[config.mk]
export PLATFORM = sky130hd
export DESIGN_NAME = modular_exponentiation
export DESIGN_NICKNAME = d
export VERILOG_FILES = /design/src/hw/rtl/mexp_pkg.sv /design/src/hw/rtl/mexp_mulmod.sv /design/src/hw/rtl/modular_exponentiation.sv
export SDC_FILE = /design/constraint.sdc
export NUM_CORES = 1
export LEC_CHECK = 0
export ABC_AREA = 1
export BUFFER_PORTS_ARGS = -buffer_cell sky130_fd_sc_hd__buf_2
export CAP_MARGIN = 10
export CORE_ASPECT_RATIO = 2
export CORE_MARGIN = 2
export CORE_UTILIZATION = 60
export CTS_CLUSTER_SIZE = 25
export DETAILED_ROUTE_END_ITERATION = 8
export PLACE_DENSITY = 0.81
export SYNTH_ARGS = -nofsm -noshare
export SYNTH_HDL_FRONTEND = slang
export SYNTH_HIERARCHICAL = 1
export SYNTH_SLANG_ARGS = --single-unit
[constraint.sdc]
create_clock -name clk_i -period 7.9 [get_ports clk_i]
set_clock_uncertainty 0.2 [all_clocks]
set_input_delay 0.79 -clock clk_i [delete_from_list [all_inputs] [get_ports clk_i]]
set_output_delay 0.79 -clock clk_i [all_outputs]
set_load 0.1 [all_outputs]
[src/hw/rtl/mexp_pkg.sv]
// shared types and constants for the modular exponentiation block
package mexp_pkg;

  localparam int unsigned BASE_WIDTH        = 63;
  localparam int unsigned EXP_IN_WIDTH      = 63;
  localparam int unsigned MOD_IN_WIDTH      = 31;
  localparam int unsigned EXP_WIDTH_DEFAULT = 63;
  localparam int unsigned MOD_WIDTH_DEFAULT = 31;

  localparam logic [MOD_IN_WIDTH-1:0] MODULUS_RESET = 31'd1000000007;

  // width of the shared unit's loop counter, wide enough to count a full base value
  localparam int unsigned MM_CNT_WIDTH = $clog2(BASE_WIDTH + 1);

  typedef enum logic [1:0] {
    ST_IDLE,
    ST_REDUCE,
    ST_SQUARE,
    ST_MULT
  } mexp_state_e;

  typedef struct packed {
    logic start;
    logic full_len;
  } mexp_mm_req_t;

endpackage

[src/hw/rtl/mexp_mulmod.sv]
// bit-serial interleaved modular multiplier, one multiplier bit per cycle
module mexp_mulmod #(
  parameter int unsigned MOD_WIDTH = mexp_pkg::MOD_WIDTH_DEFAULT
) (
  input  logic                             clk_i,
  input  logic                             rst_ni,
  input  mexp_pkg::mexp_mm_req_t           req_i,
  input  logic [mexp_pkg::BASE_WIDTH-1:0]  y_i,
  input  logic [MOD_WIDTH-1:0]             x_i,
  input  logic [MOD_WIDTH-1:0]             m_i,
  output logic                             done_o,
  output logic [MOD_WIDTH-1:0]             result_o
);
  import mexp_pkg::*;

  logic                    busy_q, busy_d;
  logic                    done_q, done_d;
  logic [MM_CNT_WIDTH-1:0] cnt_q, cnt_d;
  logic [BASE_WIDTH-1:0]   y_q, y_d;
  logic [MOD_WIDTH-1:0]    r_q, r_d;

  logic [MOD_WIDTH:0] m_ext;
  logic [MOD_WIDTH:0] dbl;
  logic [MOD_WIDTH:0] dbl_red;
  logic [MOD_WIDTH:0] sum;
  logic [MOD_WIDTH:0] sum_red;

  // r = (2r + ybit*x) mod m, with r, x below m
  always_comb begin
    m_ext   = {1'b0, m_i};
    dbl     = {r_q, 1'b0};
    dbl_red = (dbl >= m_ext) ? (dbl - m_ext) : dbl;
    sum     = {1'b0, dbl_red[MOD_WIDTH-1:0]}
            + (y_q[BASE_WIDTH-1] ? {1'b0, x_i} : '0);
    sum_red = (sum >= m_ext) ? (sum - m_ext) : sum;
  end

  always_comb begin
    busy_d = busy_q;
    done_d = 1'b0;
    cnt_d  = cnt_q;
    y_d    = y_q;
    r_d    = r_q;
    if (req_i.start) begin
      busy_d = 1'b1;
      r_d    = '0;
      y_d    = y_i;
      cnt_d  = req_i.full_len ? MM_CNT_WIDTH'(BASE_WIDTH) : MM_CNT_WIDTH'(MOD_WIDTH);
    end else if (busy_q) begin
      r_d   = sum_red[MOD_WIDTH-1:0];
      y_d   = y_q << 1;
      cnt_d = cnt_q - 1'b1;
      if (cnt_q == MM_CNT_WIDTH'(1)) begin
        busy_d = 1'b0;
        done_d = 1'b1;
      end
    end
  end

  always_ff @(posedge clk_i or negedge rst_ni) begin
    if (!rst_ni) begin
      busy_q <= 1'b0;
      done_q <= 1'b0;
      cnt_q  <= '0;
    end else begin
      busy_q <= busy_d;
      done_q <= done_d;
      cnt_q  <= cnt_d;
    end
  end

  always_ff @(posedge clk_i) begin
    y_q <= y_d;
    r_q <= r_d;
  end

  assign done_o   = done_q;
  assign result_o = r_q;

  a_residue_below_modulus : assert property (@(posedge clk_i) disable iff (!rst_ni)
    (done_q && (m_i != '0)) |-> (r_q < m_i))
    else $error("modular product not reduced below modulus");

  a_no_start_while_busy : assert property (@(posedge clk_i) disable iff (!rst_ni)
    req_i.start |-> !busy_q)
    else $error("multiplier launched while still running");

  a_done_single_pulse : assert property (@(posedge clk_i) disable iff (!rst_ni)
    done_q |=> !done_q)
    else $error("multiplier done held for more than one cycle");

endmodule

[src/hw/rtl/modular_exponentiation.sv]
// modular exponentiation top level: square and multiply over one shared modular multiplier
//
// start with base_value_i and exponent_i is taken when busy is low. the exponent is cut to
// its low EXP_WIDTH bits and the modulus to its low MOD_WIDTH bits. a zero exponent answers 1
// and a zero modulus answers 0 on the cycle after the item, without raising busy. otherwise
// the base is first reduced, then every exponent bit from the top down costs a squaring,
// plus a multiply by the base when the bit is set, each run in the bit-serial multiplier.
// the result shows on power_result_o for the single cycle in which done_o is high; the
// receiver cannot stall it, and busy is already low in that cycle so the next item may be
// started there. the modulus register is written through cfg_we_i and cfg_wdata_i; the
// user must write it only while the block is idle, the block itself does not enforce it,
// and it comes out of reset as 1000000007.
module modular_exponentiation #(
  parameter int unsigned EXP_WIDTH = mexp_pkg::EXP_WIDTH_DEFAULT,
  parameter int unsigned MOD_WIDTH = mexp_pkg::MOD_WIDTH_DEFAULT
) (
  input  logic                               clk_i,
  input  logic                               rst_ni,
  input  logic                               cfg_we_i,
  input  logic [mexp_pkg::MOD_IN_WIDTH-1:0]  cfg_wdata_i,
  input  logic                               start,
  output logic                               busy,
  input  logic [mexp_pkg::BASE_WIDTH-1:0]    base_value_i,
  input  logic [mexp_pkg::EXP_IN_WIDTH-1:0]  exponent_i,
  output logic                               done_o,
  output logic [mexp_pkg::MOD_IN_WIDTH-1:0]  power_result_o
);
  import mexp_pkg::*;

  localparam int unsigned BITS_WIDTH = $clog2(EXP_WIDTH + 1);
  localparam int unsigned PAD_WIDTH  = BASE_WIDTH - MOD_WIDTH;

  mexp_state_e state_q, state_d;

  logic [MOD_WIDTH-1:0]  modulus_q;
  logic [MOD_WIDTH-1:0]  acc_q, acc_d;
  logic [MOD_WIDTH-1:0]  base_q, base_d;
  logic [EXP_WIDTH-1:0]  exp_q, exp_d;
  logic [BITS_WIDTH-1:0] bits_q, bits_d;
  logic [MOD_WIDTH-1:0]  res_q, res_d;
  logic                  done_q, done_d;

  // multiplier hookup
  mexp_mm_req_t          mm_req;
  logic [BASE_WIDTH-1:0] mm_y;
  logic [MOD_WIDTH-1:0]  mm_x;
  logic                  mm_done;
  logic [MOD_WIDTH-1:0]  mm_res;

  logic                 accept;
  logic [EXP_WIDTH-1:0] exp_in;
  logic                 exp_zero;
  logic                 mod_zero;
  logic                 exp_msb;
  logic                 last_bit;

  assign accept   = start && !busy;
  assign exp_in   = exponent_i[EXP_WIDTH-1:0];
  assign exp_zero = (exp_in == '0);
  assign mod_zero = (modulus_q == '0);
  assign exp_msb  = exp_q[EXP_WIDTH-1];
  assign last_bit = (bits_q == BITS_WIDTH'(1));

  // next state
  always_comb begin
    state_d = state_q;
    unique case (state_q)
      ST_IDLE: begin
        if (accept && !exp_zero && !mod_zero) state_d = ST_REDUCE;
      end
      ST_REDUCE: begin
        if (mm_done) state_d = ST_SQUARE;
      end
      ST_SQUARE: begin
        if (mm_done) begin
          priority if (exp_msb) state_d = ST_MULT;
          else if (last_bit)    state_d = ST_IDLE;
          else                  state_d = ST_SQUARE;
        end
      end
      ST_MULT: begin
        if (mm_done) state_d = last_bit ? ST_IDLE : ST_SQUARE;
      end
      default: state_d = ST_IDLE;
    endcase
  end

  // datapath control and launches of the shared multiplier
  always_comb begin
    acc_d           = acc_q;
    base_d          = base_q;
    exp_d           = exp_q;
    bits_d          = bits_q;
    res_d           = res_q;
    done_d          = 1'b0;
    mm_req.start    = 1'b0;
    mm_req.full_len = 1'b0;
    // by default the next operand is the product just finished, left aligned
    mm_y            = {mm_res, {PAD_WIDTH{1'b0}}};
    mm_x            = acc_q;
    unique case (state_q)
      ST_IDLE: begin
        if (accept) begin
          // 1 mod m: zero for a modulus of one
          acc_d  = (modulus_q == MOD_WIDTH'(1)) ? '0 : MOD_WIDTH'(1);
          exp_d  = exp_in;
          bits_d = BITS_WIDTH'(EXP_WIDTH);
          if (exp_zero || mod_zero) begin
            done_d = 1'b1;
            res_d  = exp_zero ? MOD_WIDTH'(1) : '0;
          end else begin
            // base mod m, run as 1 * base through the multiplier
            mm_req.start    = 1'b1;
            mm_req.full_len = 1'b1;
            mm_y            = base_value_i;
          end
        end
      end
      ST_REDUCE: begin
        mm_x = MOD_WIDTH'(1);
        if (mm_done) begin
          base_d       = mm_res;
          mm_req.start = 1'b1;
          mm_y         = {acc_q, {PAD_WIDTH{1'b0}}};
        end
      end
      ST_SQUARE: begin
        mm_x = acc_q;
        if (mm_done) begin
          acc_d = mm_res;
          if (exp_msb) begin
            mm_req.start = 1'b1;
          end else begin
            exp_d  = exp_q << 1;
            bits_d = bits_q - 1'b1;
            if (last_bit) begin
              done_d = 1'b1;
              res_d  = mm_res;
            end else begin
              mm_req.start = 1'b1;
            end
          end
        end
      end
      ST_MULT: begin
        mm_x = base_q;
        if (mm_done) begin
          acc_d  = mm_res;
          exp_d  = exp_q << 1;
          bits_d = bits_q - 1'b1;
          if (last_bit) begin
            done_d = 1'b1;
            res_d  = mm_res;
          end else begin
            mm_req.start = 1'b1;
          end
        end
      end
      default: begin
        mm_x = acc_q;
      end
    endcase
  end

  mexp_mulmod #(
    .MOD_WIDTH (MOD_WIDTH)
  ) u_mulmod (
    .clk_i    (clk_i),
    .rst_ni   (rst_ni),
    .req_i    (mm_req),
    .y_i      (mm_y),
    .x_i      (mm_x),
    .m_i      (modulus_q),
    .done_o   (mm_done),
    .result_o (mm_res)
  );

  always_ff @(posedge clk_i or negedge rst_ni) begin
    if (!rst_ni) begin
      state_q   <= ST_IDLE;
      done_q    <= 1'b0;
      modulus_q <= MODULUS_RESET[MOD_WIDTH-1:0];
    end else begin
      state_q <= state_d;
      done_q  <= done_d;
      if (cfg_we_i) modulus_q <= cfg_wdata_i[MOD_WIDTH-1:0];
    end
  end

  always_ff @(posedge clk_i) begin
    acc_q  <= acc_d;
    base_q <= base_d;
    exp_q  <= exp_d;
    bits_q <= bits_d;
    res_q  <= res_d;
  end

  assign busy           = (state_q != ST_IDLE);
  assign done_o         = done_q;
  assign power_result_o = MOD_IN_WIDTH'(res_q);

  a_result_when_idle : assert property (@(posedge clk_i) disable iff (!rst_ni)
    done_o |-> !busy)
    else $error("result strobe while still working");

  a_item_answered_or_running : assert property (@(posedge clk_i) disable iff (!rst_ni)
    accept |=> (busy || done_o))
    else $error("accepted item neither answered nor in progress");

  a_mm_done_in_op_state : assert property (@(posedge clk_i) disable iff (!rst_ni)
    mm_done |-> (state_q == ST_REDUCE || state_q == ST_SQUARE || state_q == ST_MULT))
    else $error("multiplier finished outside an operation");

endmodule

==> metrics.txt <==
run status=completed; clock sink total=298; Die Span Y=266 um; Clock Latency Late Sink=570 ps; initial drt markers=1757; Yosys cell types=54; Avg WL per Cell=19.6 um; # rows=95; Port-buffer cells=193; Layout Cell Area excl Fill=22600 um^2; Syn Nets=2985; critical path type=flip-flop to flip-flop; Die X=135 um; Crit path largest cell delay=600 ps; setup_tns=0 ps; Routability Congestion=1.05; Final min period=7420 ps; ratio of final minimum period to clock period=94.0%; Hold-fix buffers, CTS=0; Final nets=3133; via count=19.4k; crit path DAT=7660 ps; Syn. warnings=6; number of global-route vias before repair=19.3k; I/O Pins=194; GRT Total Usage=35.9%; max-slew violation count=0; Setup-failing EPs final=0; post-DR vias/cell=5.81; R2R depth=39; Mapped Area=20500 um^2; Area after DPL=21700 um^2; syn_area_per_cell=7.53 um^2; Worst setup SP type=flip-flop; Fin. Hold Viols=0; Crit Path Max Fanout=29; htree depth=1; Final ANT Viol Nets=0; RSZ-0062 raised after global routing=no; total grt overflow=0; share of layout cells above drive strength 1=12.2%; Die ar.=35800 um^2; CTS tree=built; leading register cell type out of synthesis=edfxtp_1; EDFF count, synth=225; Post-CTS Setup Bufs=0; grt met2 use=65.1%; fillcell total=2895; Setup crit end kind=flip-flop; register bit count reported by yosys=298; maxcap violations=0; busiest layer in global routing=met2; first-pass GRT wire length=99500 um; Tightest Hold Check Type=primary input to async pin; Area growth syn-to-layout=10.1%; Post-route DRC=0; DRT Wirelength=65300 um; clk buf depth=3; GR Util met3=3.87%; Post-Syn Instances=2724; Root Driver=clkbuf_16; Crit-path slowest cell=dfstp_2; Worst Tran Pin Value=1200 ps; core area=33600 um^2; Worst slew margin=20.0%; clock slew at reported path FFs=70 ps; antenna violations before repair=4; Initial Util=61.0%; post-cts resize count=0; critical path data required time=8140 ps; multi-input logic area=10000 um^2; Register Area=8450 um^2; sequential element share of the synthesized area=41.2%; asr flop ratio synth=14.1%; TritonCTS buffer count=26; Most common cell on crit path=nand2_1; maximum clock rate=135 MHz; TritonRoute pass-1 iters=6; worst setup path startpoint=modulus_q[0]; GRT met1 Usage=37.6%; largest net degree at the start of global routing=70; reg2reg start=modulus_q[0]; HPWL after DPL=50700 um
-- cell type report --
cell class	instances	share of cell area, %
multi-input combinational	1910	44.4
sequential	298	37.4
inverter	424	7.05
timing repair buffer	212	4.91
clock buffer	31	3.10
tap	436	2.42
clock inverter	17	0.648
antenna	3	0.0332
-- cells in the mapped netlist (3+ instances only) --
| master | count | area share [%] |
|---|---|---|
| ha_1 | 97 | 5.9 |
| nand3b_1 | 9 | 0.33 |
| a21oi_1 | 105 | 2.6 |
| a22o_1 | 83 | 3.5 |
| nor2_1 | 237 | 4.3 |
| o21ai_2 | 3 | 0.13 |
| nand2_1 | 856 | 16 |
| a31oi_1 | 5 | 0.15 |
| xnor2_1 | 23 | 0.98 |
| o22ai_1 | 31 | 0.95 |
| a21o_1 | 6 | 0.22 |
| a21boi_0 | 3 | 0.11 |
| o211ai_1 | 3 | 0.11 |
| o21bai_1 | 15 | 0.55 |
| inv_2 | 10 | 0.18 |
| mux2_2 | 25 | 1.4 |
| nor3_1 | 16 | 0.39 |
| a221oi_1 | 9 | 0.38 |
| o21ai_1 | 7 | 0.17 |
| o21a_1 | 5 | 0.18 |
| or2_2 | 4 | 0.12 |
| fa_1 | 3 | 0.29 |
| buf_4 | 4 | 0.15 |
| edfxtp_1 | 225 | 33 |
| buf_6 | 3 | 0.16 |
| dfxtp_1 | 31 | 3.0 |
| xor2_1 | 30 | 1.3 |
| nand3_1 | 136 | 3.3 |
| nand4_1 | 53 | 1.6 |
| dfstp_2 | 16 | 2.0 |
| dfrtp_1 | 26 | 3.2 |
| buf_2 | 34 | 0.83 |
| nand2_2 | 28 | 0.85 |
| buf_1 | 7 | 0.13 |
| o21ai_0 | 95 | 2.3 |
| inv_1 | 412 | 7.5 |
| clkbuf_1 | 42 | 0.77 |
| nor4_1 | 5 | 0.15 |
-- worst paths after layout --
path	end	slack (ps)
hold reg to reg	modulus_q[1]	310
hold / removal	modulus_q[30]	210
min in group clk_i	modulus_q[1]	230
setup / recovery	u_mulmod/result_o[10]	480
max in group asynchronous	u_mulmod/busy_q	6640
setup reg to reg	u_mulmod/result_o[10]	480
-- layer usage --
metal	up-vias	share of wire (%)
li1	9214	-
met4	0	8.2
met5	-	0
met2	939	51
met3	256	5.9
met1	8960	34
-- logic make-up (layout without fill, tap and decap cells) --
family | after synthesis | in the layout | synth area share (%)
compound gates | 377 | 377 | 11.7
mux | 25 | 25 | 1.37
xor+xnor | 53 | 53 | 2.26
other cells | 0 | 3 | 0
buf+inv | 516 | 684 | 9.99
flops | 298 | 298 | 41.2
simple gates | 1355 | 1355 | 27.3
fa+ha+maj | 100 | 100 | 6.21
-- state kept, by name, indices dropped and copies added, names as in the netlist --
name	cells
u_mulmod/result_o	31
bits_q	6
base_q	31
modulus_q	31
done_o	1
u_mulmod/busy_q	1
acc_q	31
u_mulmod/cnt_q	6
u_mulmod/done_o	1
exp_q	63
state_q	2
u_mulmod/y_q	63
power_result_o	31
-- worst max-delay path: cells and delay by family, from the launching register on --
family                   cells  cell delay (ps)
AO/OA/AOI/OAI                4              590
flip-flops                   1              600
buffers and inverters        4             1080
AND/OR/NAND/NOR             28             3510
adder cells (fa/ha/maj)      3             1270
-- layout by cell type, fill, tap and decap left out, types with 23 or more instances in the layout --
cell       synthesis  layout
nand4_1           53      53
clkbuf_16          0      27
mux2_2            25      25
o22ai_1           31      31
o21ai_0           95      94
a21oi_1          105     105
nand3_1          136     136
nand2_1          856     855
xnor2_1           23      23
edfxtp_1         225     225
dfxtp_1           31      31
nor2_1           237     235
buf_2             34     193
nand2_2           28      29
a22o_1            83      83
xor2_1            30      30
ha_1              97      97
inv_1            412     411
dfrtp_1           26      26
-- stage by stage --
stage | util (%) | instances | worst slack [ps] | hold WS, ps
after floorplan | - | 2724 | 1890 | 274
after global placement | 64.6 | 3280 | 817 | 291
after detailed placement | 64.6 | 3280 | 722 | 302
after CTS | 67.1 | 3328 | 684 | 216
after global routing | 67.1 | 3331 | 82.7 | 232
final | 67.1 | 3331 | 477 | 207
Power is left out: the tool's default activity adds up to more than one toggle a clock period on the data nets, which glitch-free logic cannot reach.
